### src/rtl/i2cdw_pkg.sv
// shared types and constants for the i2c display write master
package i2cdw_pkg;

    localparam int unsigned HALF_W    = 16;
    localparam int unsigned TIMEOUT_W = 10;
    localparam int unsigned ADDR_W    = 8;
    localparam int unsigned BYTE_W    = 8;
    localparam int unsigned CFG_W     = 16;
    localparam int unsigned CFG_IDX_W = 2;

    localparam logic [HALF_W-1:0]    HALF_RESET    = 16'd2;
    localparam logic [TIMEOUT_W-1:0] TIMEOUT_RESET = 10'd250;
    localparam logic [ADDR_W-1:0]    ADDR_RESET    = 8'h78;

    localparam logic [BYTE_W-1:0] CTRL_CMD  = 8'h00;
    localparam logic [BYTE_W-1:0] CTRL_DATA = 8'h40;

    typedef enum logic [CFG_IDX_W-1:0] {
        CFG_HALF_PERIOD = 2'd0,
        CFG_ACK_TIMEOUT = 2'd1,
        CFG_DEV_ADDR    = 2'd2
    } cfg_idx_t;

    typedef enum logic [3:0] {
        PH_IDLE     = 4'd0,
        PH_START_A  = 4'd1,
        PH_START_B  = 4'd2,
        PH_START_C  = 4'd3,
        PH_BIT_LOW  = 4'd4,
        PH_BIT_HIGH = 4'd5,
        PH_ACK_PREP = 4'd6,
        PH_ACK_HIGH = 4'd7,
        PH_ACK_LOW  = 4'd8,
        PH_STOP_A   = 4'd9,
        PH_STOP_B   = 4'd10,
        PH_STOP_C   = 4'd11
    } phase_t;

    typedef struct packed {
        logic [HALF_W-1:0]    half_period;
        logic [TIMEOUT_W-1:0] ack_timeout;
        logic [ADDR_W-1:0]    dev_addr;
    } cfg_t;

    typedef struct packed {
        logic scl;
        logic sda;
        logic sda_en;
        logic busy;
        logic took;
        logic done;
        logic err;
    } res_t;

endpackage

### src/rtl/i2cdw_seq.sv
// bus sequencer: phase state, bit and byte counters, hold and poll timers
module i2cdw_seq (
    input  logic                  clk,
    input  logic                  rst_n,
    input  logic                  step,
    input  logic                  action,
    input  logic                  is_data,
    input  logic [i2cdw_pkg::BYTE_W-1:0] value,
    input  logic                  sda_sample,
    input  i2cdw_pkg::cfg_t       cfg,
    output i2cdw_pkg::res_t       res
);

    i2cdw_pkg::phase_t phase_reg, phase_next;
    logic [2:0]                         bit_reg, bit_next;
    logic [1:0]                         slot_reg, slot_next;
    logic [i2cdw_pkg::BYTE_W-1:0]       shift_reg, shift_next;
    logic [i2cdw_pkg::BYTE_W-1:0]       pend_val_reg, pend_val_next;
    logic                               pend_kind_reg, pend_kind_next;
    logic [i2cdw_pkg::HALF_W-1:0]       hold_reg, hold_next;
    logic [i2cdw_pkg::TIMEOUT_W-1:0]    poll_reg, poll_next;
    logic                               err_reg, err_next;

    logic [i2cdw_pkg::HALF_W:0]         hold_inc;
    logic [i2cdw_pkg::HALF_W:0]         hp;
    logic                               took, done, err_out;

    always_ff @(posedge clk or negedge rst_n)
    begin
        if (!rst_n)
        begin
            phase_reg     <= i2cdw_pkg::PH_IDLE;
            bit_reg       <= '0;
            slot_reg      <= '0;
            shift_reg     <= '0;
            pend_val_reg  <= '0;
            pend_kind_reg <= 1'b0;
            hold_reg      <= '0;
            poll_reg      <= '0;
            err_reg       <= 1'b0;
        end
        else if (step)
        begin
            phase_reg     <= phase_next;
            bit_reg       <= bit_next;
            slot_reg      <= slot_next;
            shift_reg     <= shift_next;
            pend_val_reg  <= pend_val_next;
            pend_kind_reg <= pend_kind_next;
            hold_reg      <= hold_next;
            poll_reg      <= poll_next;
            err_reg       <= err_next;
        end
    end

    // zero half period behaves as one tick
    assign hp       = (cfg.half_period == '0) ? 17'd1 : {1'b0, cfg.half_period};
    assign hold_inc = {1'b0, hold_reg} + 17'd1;

    always_comb
    begin
        phase_next     = phase_reg;
        bit_next       = bit_reg;
        slot_next      = slot_reg;
        shift_next     = shift_reg;
        pend_val_next  = pend_val_reg;
        pend_kind_next = pend_kind_reg;
        hold_next      = hold_reg;
        poll_next      = poll_reg;
        err_next       = err_reg;
        took           = 1'b0;
        done           = 1'b0;
        err_out        = 1'b0;

        if (action)
        begin
            if (phase_reg == i2cdw_pkg::PH_IDLE)
            begin
                took           = 1'b1;
                pend_val_next  = value;
                pend_kind_next = is_data;
                shift_next     = cfg.dev_addr;
                slot_next      = '0;
                bit_next       = '0;
                hold_next      = '0;
                poll_next      = '0;
                err_next       = 1'b0;
                phase_next     = i2cdw_pkg::PH_START_A;
            end
        end
        else if (phase_reg != i2cdw_pkg::PH_IDLE)
        begin
            if (hold_inc < hp)
            begin
                hold_next = hold_inc[i2cdw_pkg::HALF_W-1:0];
            end
            else if (phase_reg == i2cdw_pkg::PH_ACK_HIGH)
            begin
                // acknowledge polling once the high half phase has elapsed
                if (!sda_sample)
                begin
                    hold_next  = '0;
                    phase_next = i2cdw_pkg::PH_ACK_LOW;
                end
                else if (poll_reg >= cfg.ack_timeout)
                begin
                    hold_next  = '0;
                    err_next   = 1'b1;
                    phase_next = i2cdw_pkg::PH_STOP_A;
                end
                else
                begin
                    poll_next = poll_reg + 10'd1;
                end
            end
            else
            begin
                hold_next = '0;
                unique case (phase_reg)
                    i2cdw_pkg::PH_START_A: phase_next = i2cdw_pkg::PH_START_B;
                    i2cdw_pkg::PH_START_B: phase_next = i2cdw_pkg::PH_START_C;
                    i2cdw_pkg::PH_START_C:
                    begin
                        phase_next = i2cdw_pkg::PH_BIT_LOW;
                        bit_next   = '0;
                    end
                    i2cdw_pkg::PH_BIT_LOW: phase_next = i2cdw_pkg::PH_BIT_HIGH;
                    i2cdw_pkg::PH_BIT_HIGH:
                    begin
                        if (bit_reg == 3'd7)
                        begin
                            phase_next = i2cdw_pkg::PH_ACK_PREP;
                        end
                        else
                        begin
                            bit_next   = bit_reg + 3'd1;
                            shift_next = {shift_reg[i2cdw_pkg::BYTE_W-2:0], 1'b0};
                            phase_next = i2cdw_pkg::PH_BIT_LOW;
                        end
                    end
                    i2cdw_pkg::PH_ACK_PREP:
                    begin
                        phase_next = i2cdw_pkg::PH_ACK_HIGH;
                        poll_next  = '0;
                    end
                    i2cdw_pkg::PH_ACK_LOW:
                    begin
                        if (slot_reg >= 2'd2)
                        begin
                            phase_next = i2cdw_pkg::PH_STOP_A;
                        end
                        else
                        begin
                            // address done: control byte next, then the value
                            slot_next  = slot_reg + 2'd1;
                            shift_next = (slot_reg == 2'd0)
                                ? (pend_kind_reg ? i2cdw_pkg::CTRL_DATA : i2cdw_pkg::CTRL_CMD)
                                : pend_val_reg;
                            bit_next   = '0;
                            phase_next = i2cdw_pkg::PH_BIT_LOW;
                        end
                    end
                    i2cdw_pkg::PH_STOP_A: phase_next = i2cdw_pkg::PH_STOP_B;
                    i2cdw_pkg::PH_STOP_B: phase_next = i2cdw_pkg::PH_STOP_C;
                    i2cdw_pkg::PH_STOP_C:
                    begin
                        phase_next = i2cdw_pkg::PH_IDLE;
                        done       = 1'b1;
                        err_out    = err_reg;
                    end
                    default: phase_next = phase_reg;
                endcase
            end
        end
    end

    // line levels follow the phase being entered
    always_comb
    begin
        res.scl    = 1'b1;
        res.sda    = 1'b1;
        unique case (phase_next)
            i2cdw_pkg::PH_START_B:  begin res.scl = 1'b1; res.sda = 1'b0;          end
            i2cdw_pkg::PH_START_C:  begin res.scl = 1'b0; res.sda = 1'b0;          end
            i2cdw_pkg::PH_BIT_LOW:  begin res.scl = 1'b0; res.sda = shift_next[7]; end
            i2cdw_pkg::PH_BIT_HIGH: begin res.scl = 1'b1; res.sda = shift_next[7]; end
            i2cdw_pkg::PH_ACK_PREP: begin res.scl = 1'b0; res.sda = 1'b1;          end
            i2cdw_pkg::PH_ACK_HIGH: begin res.scl = 1'b1; res.sda = 1'b1;          end
            i2cdw_pkg::PH_ACK_LOW:  begin res.scl = 1'b0; res.sda = 1'b1;          end
            i2cdw_pkg::PH_STOP_A:   begin res.scl = 1'b0; res.sda = 1'b0;          end
            i2cdw_pkg::PH_STOP_B:   begin res.scl = 1'b1; res.sda = 1'b0;          end
            default:                begin res.scl = 1'b1; res.sda = 1'b1;          end
        endcase
        res.sda_en = !((phase_next == i2cdw_pkg::PH_ACK_PREP) ||
                       (phase_next == i2cdw_pkg::PH_ACK_HIGH) ||
                       (phase_next == i2cdw_pkg::PH_ACK_LOW));
        res.busy   = (phase_next != i2cdw_pkg::PH_IDLE);
        res.took   = took;
        res.done   = done;
        res.err    = err_out;
    end

endmodule

### src/rtl/i2c_display_write_master_unit.sv
// top level of the i2c display write master: config registers, sequencer, result register
//
//  channel | direction | handshake            | payload
//  --------+-----------+----------------------+---------------------------------------------
//  in      | sink      | in_valid / in_ready  | action, is_data, value, sda_sample
//  out     | source    | out_valid / out_ready| scl_level, sda_level, sda_enable, busy_res,
//          |           |                      | accepted, done_res, ack_error
//  cfg     | sink      | cfg_we (no wait)     | cfg_index, cfg_wdata
//
// one transaction per cycle while in_ready is high; the result is registered and shows in the cycle after acceptance
// in_ready is low only while a held result is not taken (out_valid high, out_ready low)
// reset puts the sequencer idle and loads the register defaults; the result register is not reset
module i2c_display_write_master_unit (
    input  logic                              clk,
    input  logic                              rst_n,
    input  logic                              in_valid,
    output logic                              in_ready,
    input  logic                              action,
    input  logic                              is_data,
    input  logic [i2cdw_pkg::BYTE_W-1:0]      value,
    input  logic                              sda_sample,
    output logic                              out_valid,
    input  logic                              out_ready,
    output logic                              scl_level,
    output logic                              sda_level,
    output logic                              sda_enable,
    output logic                              busy_res,
    output logic                              accepted,
    output logic                              done_res,
    output logic                              ack_error,
    input  logic                              cfg_we,
    input  logic [i2cdw_pkg::CFG_IDX_W-1:0]   cfg_index,
    input  logic [i2cdw_pkg::CFG_W-1:0]       cfg_wdata
);

    i2cdw_pkg::cfg_t cfg_reg;
    i2cdw_pkg::res_t res_next;
    i2cdw_pkg::res_t res_reg;
    logic            out_valid_reg;
    logic            step;

    assign in_ready = !out_valid_reg || out_ready;
    assign step     = in_valid && in_ready;

    always_ff @(posedge clk or negedge rst_n)
    begin
        if (!rst_n)
        begin
            cfg_reg.half_period <= i2cdw_pkg::HALF_RESET;
            cfg_reg.ack_timeout <= i2cdw_pkg::TIMEOUT_RESET;
            cfg_reg.dev_addr    <= i2cdw_pkg::ADDR_RESET;
        end
        else if (cfg_we)
        begin
            unique case (cfg_index)
                i2cdw_pkg::CFG_HALF_PERIOD:
                    cfg_reg.half_period <= cfg_wdata[i2cdw_pkg::HALF_W-1:0];
                i2cdw_pkg::CFG_ACK_TIMEOUT:
                    cfg_reg.ack_timeout <= cfg_wdata[i2cdw_pkg::TIMEOUT_W-1:0];
                i2cdw_pkg::CFG_DEV_ADDR:
                    cfg_reg.dev_addr    <= cfg_wdata[i2cdw_pkg::ADDR_W-1:0];
                default: ;
            endcase
        end
    end

    i2cdw_seq u_seq (
        .clk        (clk),
        .rst_n      (rst_n),
        .step       (step),
        .action     (action),
        .is_data    (is_data),
        .value      (value),
        .sda_sample (sda_sample),
        .cfg        (cfg_reg),
        .res        (res_next)
    );

    always_ff @(posedge clk or negedge rst_n)
    begin
        if (!rst_n)
        begin
            out_valid_reg <= 1'b0;
        end
        else if (in_ready)
        begin
            out_valid_reg <= in_valid;
        end
    end

    always_ff @(posedge clk)
    begin
        if (step)
        begin
            res_reg <= res_next;
        end
    end

    assign out_valid  = out_valid_reg;
    assign scl_level  = res_reg.scl;
    assign sda_level  = res_reg.sda;
    assign sda_enable = res_reg.sda_en;
    assign busy_res   = res_reg.busy;
    assign accepted   = res_reg.took;
    assign done_res   = res_reg.done;
    assign ack_error  = res_reg.err;

endmodule

### config.mk
export PLATFORM = sky130hd
export DESIGN_NAME = i2c_display_write_master_unit
export DESIGN_NICKNAME = d
export VERILOG_FILES = /design/src/rtl/i2cdw_pkg.sv /design/src/rtl/i2cdw_seq.sv /design/src/rtl/i2c_display_write_master_unit.sv
export SDC_FILE = /design/constraint.sdc
export NUM_CORES = 1
export LEC_CHECK = 0
export ABC_AREA = 1
export BUFFER_PORTS_ARGS = -buffer_cell sky130_fd_sc_hd__buf_2
export CORE_UTILIZATION = 45
export DETAILED_ROUTE_END_ITERATION = 7
export PLACE_DENSITY = 0.6
export RECOVER_POWER = 50
export SKIP_LAST_GASP = 1
export SYNTH_ARGS = -nofsm -noshare
export SYNTH_HDL_FRONTEND = slang
export SYNTH_SLANG_ARGS = --single-unit
### constraint.sdc
create_clock -name clk -period 3.8 [get_ports clk]
set_input_delay 0.38 -clock clk [delete_from_list [all_inputs] [get_ports clk]]
set_output_delay 0.38 -clock clk [all_outputs]
set_load 0.005 [all_outputs]
==> flow_metrics.tcl, run 1 <==
set metrics [dict create \
    nets 832 \
    avgSynthCellArea_sq_um 8.03 \
    drtPass1Iterations 5 \
    yosysSeqAreaShare_pct 42.3 \
    vias_per_cell 5.11 \
    cts_tree "yes" \
    max_stage_delay_ps 410 \
    synth_compound_area_share_pct 13.0 \
    synth_edf_count 7 \
    wl_per_cell_microns 13.8 \
    synth_cells 714 \
    die_x_microns 115 \
    hold_buffers 0 \
    total_power_mw 3.58 \
    slowest_stage "dfrtp_1" \
    remaining_drc_errors 0 \
    synthTopCellsByArea "dfrtp_1 (34%), nand2_1 (10%), ha_1 (7.4%)" \
    synth-main-ff-cell "dfrtp_1" \
    synthAdderAreaFrac_pct 7.42 \
    clk_path_buf_depth 2 \
    grt_pass1_wl_mm 21.9 \
    gp_congestion 0.873 \
    p_per_area_nw_per_um2 546 \
    pin_count 43 \
    async_flop_share_pct 92.6 \
    timing.fmax_mhz 283 \
    path_class "flop to flop" \
    die_area_sq_um 13200 \
    worstSetupStartpointType "flop" \
    diodes 0 \
    layout-drive-gt1-share_pct 18.9 \
    track_usage_pct 21.3 \
    rows 40 \
    ys_seq_elements 95 \
    ir_drop_mv 0.264 \
    vias 4790 \
    place_area_sq_um 6120 \
    die_h_microns 115 \
    core-area_sq_um 12200 \
    maxCapViolations 1 \
    antenna_found_initial 0 \
    crit_top_cell "nand2_1" \
    synthSimpleGateAreaFrac_pct 24.5 \
    power.leakage_nw 3.23 \
    fin_area_sq_um 6560 \
    dpl.hpwl_mm 9.71 \
    path_clk_slew_ps 60 \
    wl_mm 13.0 \
    crit_fanout 10 \
    initialDrtViolationCount 229 \
    setup_violations 0 \
    post-synth-top-area-cell "dfrtp_1" \
    clk_latency_ps 350 \
    gr-total-overflow 0 \
    tightest_slew_ps 1670 \
    synth_top_area_share_pct 33.6 \
    grt_pass1_vias 4707 \
    relSlewSlack_pct -11.6 \
    cts_max_level 3 \
    ant_nets 0 \
    yosys_warnings 0 \
    cts_inserted_buffers 9 \
    synth_cell_types 53 \
    start_util_pct 46.9 \
    synth_nets 782 \
    cp-end-kind "flop" \
    cp.required_ps 3900 \
    synthMuxAreaShare_pct 1.16 \
    hold_viol 0 \
    root_buffer "clkbuf_16" \
    synthXorXnorAreaFrac_pct 2.44 \
    hp-class "input pin to flop" \
    clock_skew_ps 8.90 \
    synth_top_family_by_area "simple AND/OR/NAND/NOR gates" \
    nFillCells 1171 \
    io_buffers 42 \
    cts_sinks 95 \
    failed_checks "capacitance limit, slew limit" \
    rrSetupSlack_ps 270 \
    min_period_ps 3530 \
    cp.arrival_ps 3640 \
    grt_max_degree 65 \
    path_cells "ha_4 -> nand3_4 -> nor2_4 -> nand2_2 -> nor2_4 -> inv_1 -> nor3_2 -> xor2_1 -> inv_1 -> ha_1 -> a21oi_1 -> o21a_1 -> o21ai_1 -> nor2_2 -> buf_6 -> nand2_8 -> nand2_1 -> nand2_1 -> nand2_1 -> nand2_2 -> inv_2 -> nor2_4 -> nand2_1 -> and2_1" \
    slew_viol_final 65 \
    period_share_pct 92.9 \
    largest_reg_flops 34 \
    synth.cell_area_sq_um 5730 \
    status "complete, but fails checks" \
    area_delta_synth_final_pct 14.5 \
]
## kinds of logic after synthesis
kind of cell,Yosys count
fa+ha+maj,34
flops,95
mux,6
simple gates,298
xor+xnor,16
compound gates,132
buf+inv,133
## cell usage in the layout, fill, tap and decap left out, drive strengths merged, types with 3 or more instances in the layout
cell type and count:
edfxtp 7, nor2 66, clkinv 3, buf 49, dfrtp 77, dfstp 11
o22ai 11, xor2 16, and3 3, a21oi 39, mux2 5, clkbuf 14
inv 120, nand2 170, nand3 39, o211ai 3, o21ai 65, nor3 13
ha 34, a2bb2oi 4
## where the power goes
| part | total (mW) | internal, mW | switching (mW) |
|---|---|---|---|
| clock network | 1.01 | 0.615 | 0.392 |
| registers | 1.47 | 1.29 | 0.181 |
| logic | 1.11 | 0.421 | 0.688 |
## worst max-delay path: cells and delay by family (launching register included)
family	cells	cell delay, ps
AOI/OAI and AO/OA	3	390
xor gates and xnor gates	1	220
adders and majority gates	2	470
buffers and inverters	4	350
DFF	1	410
and+or+nand+nor	14	1420
## cells in the mapped netlist, types with 2 or more instances
cell type and number:
inv_2 12, nor2_1 56, o22ai_1 11, and3_1 3, nand2_8 3, dfstp_2 11, clkbuf_1 6, o21ai_1 6
mux2_2 5, nor2_4 2, ha_1 34, edfxtp_1 7, nand2_1 154, o211ai_1 3, o21ai_0 59, nand2_4 2
inv_1 105, nand4_1 2, o31ai_1 2, nand3_2 6, dfrtp_1 77, a21oi_1 37, nand3_1 32, buf_2 4
xor2_1 16, inv_4 2, a2bb2oi_1 4, nor2_2 7, nand2_2 11, nor3_1 12
## layout make-up
class / instances / area, sq um / area share [%]
clock inverter: 4 / 77.6 / 1.18
inverter: 121 / 464 / 7.07
timing repair buffer: 51 / 278 / 4.23
tap: 168 / 210 / 3.20
clock buffer: 12 / 256 / 3.91
sequential: 95 / 2430 / 37.0
multi-input combinational: 486 / 2850 / 43.4
## path summary, 6_finish.rpt
path,endpoint,cells after the start,start
max in group asynchronous,cfg_reg[21],2,rst_n
min in group asynchronous,cfg_reg[33],1,rst_n
setup / recovery,sda_enable,24,u_seq.hold_reg[1]
setup reg to reg,sda_enable,24,u_seq.hold_reg[1]
hold / removal,u_seq.pend_val_reg[7],2,value[7]
hold reg to reg,cfg_reg[14],2,cfg_reg[14]
## through the flow
stage	setup TNS [ps]	setup slack, ps	utilization, %	hold WS, ps	std cells
2_1_floorplan	0	404	-	84.4	714
3_3_place_gp	0	200	50.1	467	915
3_5_place_dp	0	55.1	50.1	485	915
4_1_cts	0	8.89	52.8	177	931
5_1_grt	-8.76	-8.76	53.7	258	937
6_report	0	269	53.7	263	937
## metal layers
| metal | global-route usage, % | part of all wire, % |
|---|---|---|
| met1 | 28.0 | 48 |
| met4 | 9.70 | 2.7 |
| met5 | 0 | 0 |
| met3 | 3.11 | 2.5 |
| met2 | 34.7 | 47 |
## repair_timing
| item | 4_1_cts | 5_1_grt |
|---|---|---|
| gates resized for setup | 0 | 17 |
| endpoints found under the setup margin | 0 | 43 |
| setup buffers | 0 | 6 |
No activity file was read; power rests on OpenSTA's default activity.
==> inputs of run 2 (changes only) <==
Settings changed: PLACE_DENSITY 0.6 to 0.68.
==> run 2 against run 1 <==
The flow still finishes with violations (capacitance limit, slew limit). Global-route usage is 0.15 points lower. Cell count stayed put. Register-to-register slack worse by 100 ps. Via count is 0.94% higher. Total power is 1.3% lower. Non-clock buffer count stayed put. Fmax is 2.8% lower. Clock skew is 3.5 ps higher. Final area is 0.38% higher.
==> flow_metrics.tcl, run 2 (synthesis results as in run 1) <==
set metrics [dict create \
    initialDrtViolationCount 272 \
    relSlewSlack_pct -13.3 \
    largest_reg_flops 34 \
    power.switching_mw 1.29 \
    dp_cells 915 \
    hold_viol 0 \
    fin_area_sq_um 6590 \
    cts_sinks 95 \
    start_util_pct 46.9 \
    grt_pass1_vias 4663 \
    ir_drop_mv 0.282 \
    path_clk_slew_ps 70 \
    antenna_found_initial 0 \
    final_cells 937 \
    path_class "flop to flop" \
    layout_commonest_cell "nand2_1" \
    cts_tree "yes" \
    maxCapViolations 1 \
    worstSetupStartpointType "flop" \
    place_area_sq_um 6120 \
    clock_skew_ps 12.4 \
    nets 832 \
    pin_count 43 \
    slew_viol_final 67 \
    core-area_sq_um 12200 \
    p_per_area_nw_per_um2 537 \
    clk_path_buf_depth 2 \
    period_share_pct 95.6 \
    wl_per_cell_microns 14.0 \
    die_h_microns 115 \
    crit_fanout 10 \
    clk_latency_ps 350 \
    p_sw_share_pct 36.5 \
    area_delta_synth_final_pct 14.9 \
    layout-drive-gt1-share_pct 20.5 \
    gp_congestion 0.915 \
    status "complete, but fails checks" \
    vias 4835 \
    power.share.clock_pct 26.2 \
    ant_nets 0 \
    whs_ps 260 \
    diodes 0 \
    vias_per_cell 5.16 \
    cp-end-kind "flop" \
    remaining_drc_errors 0 \
    cts_inserted_buffers 9 \
    final_cell_mix "nand2_1 (152), inv_1 (103), dfrtp_1 (77)" \
    failed_checks "capacitance limit, slew limit" \
    gr-total-overflow 0 \
    nFillCells 1138 \
    drtPass1Iterations 7 \
    wl_mm 13.1 \
    dp_slack_ps 19.6 \
    timing.fmax_mhz 275 \
    setup_violations 0 \
    die_area_sq_um 13200 \
    cp.arrival_ps 3730 \
    die_x_microns 115 \
    setup_tns_ps 0 \
    hp-class "input pin to flop" \
    io_buffers 42 \
    seqCellArea_sq_um 2430 \
    power_frac_comb_pct 32.3 \
    tightest_slew_ps 1700 \
    grt_max_degree 67 \
    root_buffer "clkbuf_16" \
    cts_max_level 3 \
    power.leakage_nw 3.24 \
    rows 40 \
    min_period_ps 3630 \
    cp.required_ps 3900 \
    setup_ws_ps 167 \
    p_int_mw 2.25 \
    dpl.hpwl_mm 9.57 \
    p_seq_share_pct 41.5 \
    track_usage_pct 21.1 \
    multi_input_area_sq_um 2910 \
    grt_pass1_wl_mm 21.6 \
]
==> run 2: changes by cell type in the layout (fill, tap and decap cells not counted), sizes merged <==
cell,change
inv,+2
bufinv,-1
clkbuf,-1
==> run 2: layout make-up <==
class / instances / share of cell area (%)
Clock buffer: 11 / 3.68
Clock inverter: 5 / 0.836
Inverter: 121 / 7.08
Multi-Input combinational cell: 486 / 44.2
Sequential cell: 95 / 36.8
Tap cell: 168 / 3.19
Timing Repair Buffer: 51 / 4.22
==> run 2: critical path, stage by stage, from the launching register on <==
cell     delay [ps]
dfrtp_1         400
ha_2            220
nand3_2         100
nor2_2          150
nand2_2          80
nor2_4          140
inv_2            70
nor3_4          180
xor2_1          240
inv_1           120
ha_4            290
a21oi_2          50
o21a_1          210
o21ai_2         150
nor2_2           50
buf_6           120
nand2_8          90
nand2_1          60
nand2_1          60
nand2_1          60
nand2_2         100
nand2_4          90
nor2_4          120
nand2_1          50
nand2_1         100
nand3_1          80
==> run 2: metal layers <==
metal  up-vias  routed length [microns]  track usage (%)
met5         -                        0                0
met4         0                      337             10.1
met3        26                      416             2.85
met2       106                     6380             35.1
met1      2288                     5990             27.3
li1       2415                        -                -
==> run 2: repair_timing <==
action                                  4_1_cts  5_1_grt
gates resized for setup                       0       29
pin swaps                                     1       16
buffers inserted                              1        5
endpoints found under the setup margin        1       32
hold buffers                                  0        0
hold endpoints to repair                      0        0
==> run 2: worst paths after layout <==
check | to | startpoint | cells after the start | slack (ps)
min reg2reg | cfg_reg[16] | cfg_reg[16] | 2 | 490
max | sda_level | u_seq.hold_reg[0] | 25 | 170
max reg2reg | sda_level | u_seq.hold_reg[0] | 25 | 170
max in group asynchronous | u_seq.bit_reg[2] | rst_n | 2 | 1470
min | u_seq.pend_val_reg[3] | value[3] | 2 | 260
min in group asynchronous | cfg_reg[8] | rst_n | 1 | 470
==> run 2: metrics by stage <==
stage | total power [mW] | util, %
after detailed placement | 2.56 | 50.1
after floorplan | 2.26 | -
after global placement | 2.51 | 50.1
after global routing | 3.77 | 53.9
after CTS | 3.50 | 52.6
final | 3.54 | 53.9
==> run 2: power groups by stage <==
stage               clock, mW  combinational [mW]  sequential, mW
floorplan                   0               0.830            1.43
global route            0.981                1.29            1.50
CTS                     0.942                1.09            1.46
finish                  0.928                1.14            1.47
global placement            0                1.04            1.47
detailed placement          0                1.08            1.48
==> inputs of run 3 (changes only) <==
Settings changed: ABC_AREA 1 to not set.
==> run 3 against run 2 <==
The flow still finishes with violations (capacitance limit, slew limit). Sequential cell count unchanged. Sequential share of layout area shrank 1.1 points. Sequential power shrank 16%. Worst setup slack worse by 97 ps. Final area up 3.2%. Combinational power is 64% lower. Area after synthesis shrank 2.7%. Fmax shrank 2.6%. Global-route usage rose by 1.5 points. Clock skew down 3.2 ps. Clock power grew 9.9%. Die area is 2.6% lower. Critical endpoint is now scl_level. Largest cell class unchanged. Largest power group unchanged. Highest routed layer unchanged.
==> flow_metrics.tcl, run 3 <==
set metrics [dict create \
    min_period_ps 3730 \
    ys_seq_elements 95 \
    wl_met2_mm 6.58 \
    post-synth-top-area-cell "dfrtp_1" \
    rrSetupSlack_ps 70 \
    wl_met1_mm 6.48 \
    remaining_drc_errors 0 \
    maxCapViolations 1 \
    async_flop_share_pct 92.6 \
    synth_cell_types 69 \
    power_frac_comb_pct 15.2 \
    tightest_slew_ps 1630 \
    p_seq_share_pct 46.4 \
    die_h_microns 113 \
    power.switching_mw 0.707 \
    pin_count 43 \
    whs_ps 235 \
    power.share.clock_pct 38.4 \
    synth_nets 617 \
    worstSetupStartpointType "flop" \
    dr_wl_met3_microns 550 \
    antenna_found_initial 0 \
    wl_mm 13.8 \
    period_share_pct 98.2 \
    failed_checks "capacitance limit, slew limit" \
    timing.fmax_mhz 268 \
    hold_viol 0 \
    yosys_warnings 0 \
    wl_per_cell_microns 17.2 \
    gp_congestion 0.908 \
    start_util_pct 46.2 \
    drtPass1Iterations 5 \
    place_area_sq_um 6180 \
    hold_start "cfg_wdata[11]" \
    nets 695 \
    rr_worst_depth 16 \
    path_clk_slew_ps 70 \
    path_class "flop to flop" \
    synth-main-ff-cell "dfrtp_1" \
    p_int_mw 1.96 \
    min_to "cfg_reg[29]" \
    avgSynthCellArea_sq_um 10.2 \
    cp.required_ps 3970 \
    cts_sinks 95 \
    track_usage_pct 22.6 \
    largest_reg_flops 34 \
    setup_tns_ps 0 \
    cp.arrival_ps 3900 \
    yosysSeqAreaShare_pct 43.5 \
    setup_ws_ps 69.8 \
    hold_buffers 0 \
    cp-end-kind "flop" \
    highest_layer "met4" \
    layout-drive-gt1-share_pct 33.1 \
    grt_pass1_wl_mm 22.4 \
    die_x_microns 113 \
    final_cell_mix "dfrtp_1 (76), nand2_1 (46), buf_4 (44)" \
    dp_cells 774 \
    dpl.hpwl_mm 9.80 \
    cts_max_level 3 \
    cts_tree "yes" \
    layout_commonest_cell "dfrtp_1" \
    vias_per_cell 5.63 \
    p_per_area_nw_per_um2 392 \
    crit_fanout 8 \
    r2r-start "u_seq.hold_reg[7]" \
    synth_common_cells "dfrtp_1 (77), nand2_1 (47), inv_1 (41)" \
    cts_inserted_buffers 9 \
    total_power_mw 2.67 \
    die_area_sq_um 12800 \
    final_util_pct 56.4 \
    io_buffers 42 \
    synth.cell_area_sq_um 5580 \
    core-area_sq_um 12100 \
    clk_path_buf_depth 2 \
    initialDrtViolationCount 286 \
    slew_viol_final 63 \
    ant_nets 0 \
    synth_most_common_cell "dfrtp_1" \
    clock_skew_ps 9.27 \
    ir_drop_mv 0.391 \
    fin_area_sq_um 6800 \
    root_buffer "clkbuf_16" \
    status "complete, but fails checks" \
    clk_latency_ps 350 \
    diodes 0 \
    p_sw_share_pct 26.5 \
    power.leakage_nw 3.03 \
    setup_violations 0 \
    synth_top_area_share_pct 34.5 \
    final_cells 800 \
    synthTopCellsByArea "dfrtp_1 (35%), mux2_2 (7.7%), ha_1 (7.6%)" \
    grt_max_degree 63 \
    r2r-end "scl_level" \
    rsz0062_at_grt "yes" \
    area_delta_synth_final_pct 21.9 \
    dp_slack_ps -220 \
    rows 40 \
    synth_cells 549 \
    relSlewSlack_pct -8.47 \
    vias 4506 \
    gr-total-overflow 0 \
    holdPathStages 3 \
    synth_edf_count 7 \
    hp-class "input pin to flop" \
    grt_pass1_vias 4368 \
]
-- run 3: cell types whose count changed after synthesis, sizes merged, moves of 10 or more --
cell,delta
nand2,-122
inv,-79
mux2,+33
nor2,-32
nand3,-27
o21ai,-23
a22o,+19
a21oi,-18
o22ai,-11
xnor2,+10
-- run 3: worst max-delay path by stage --
stage	cells after the start	to	slack, ps	start
final	16	scl_level	70	u_seq.hold_reg[7]
after global routing	16	sda_level	-120	u_seq.hold_reg[8]
after CTS	17	scl_level	-40	u_seq.hold_reg[2]
after detailed placement	17	scl_level	-220	u_seq.hold_reg[2]
after global placement	18	sda_enable	-120	u_seq.hold_reg[2]
after floorplan	15	sda_level	50	u_seq.hold_reg[2]
-- run 3: cells by family (layout without fill, tap and decap cells) --
family                   Yosys count  count (layout)  synth area share (%)
flip-flops                        95              95                  43.5
adder cells (fa/ha/maj)           34              34                  7.63
buffers and inverters             65             148                  5.16
AND/OR/NAND/NOR                  163             163                  15.1
XOR/XNOR                          21              21                  3.30
multiplexers                      42              42                  8.39
AO/OA/AOI/OAI                    129             129                  17.0
-- run 3: routing by layer --
metal  vias up  track usage (%)
li1       2136                -
met1      2236             31.7
met2       121             35.3
met3        13             3.64
met4         0             8.33
met5         -                0
-- run 3: cell type report --
class | instances | area [sq um]
fillers | 1047 | 5260
multi-input cells | 389 | 3070
flip-flops and latches | 95 | 2430
repair buffers | 91 | 596
clock buffers | 11 | 254
well taps | 168 | 210
inverters | 41 | 154
clock inverters | 5 | 85.1
-- run 3: what timing repair did --
item                                   4_1_cts  5_1_grt
endpoints found under the hold margin        0        0
resized for setup                            9       30
pin swaps                                    3       17
setup endpoints to repair                   24       29
buffers inserted                             1        9
-- run 3: power groups by stage --
stage	Clock, mW	Sequential (mW)	Combinational [mW]
after detailed placement	0	1.25	0.372
after global routing	1.08	1.25	0.455
after global placement	0	1.24	0.353
after CTS	1.04	1.23	0.378
after floorplan	0	1.22	0.245
final	1.02	1.24	0.406
-- run 3: critical path, stage by stage, from the launching register on --
cell	delay [ps]
dfrtp_1	370
nand3_2	110
buf_6	150
nor4_4	290
nand2_1	140
xnor2_2	210
ha_1	290
a21oi_2	160
o221ai_2	110
a311oi_2	390
o211ai_1	150
buf_4	210
buf_6	130
a311oi_4	330
buf_4	190
nor2_2	40
a221oi_2	270
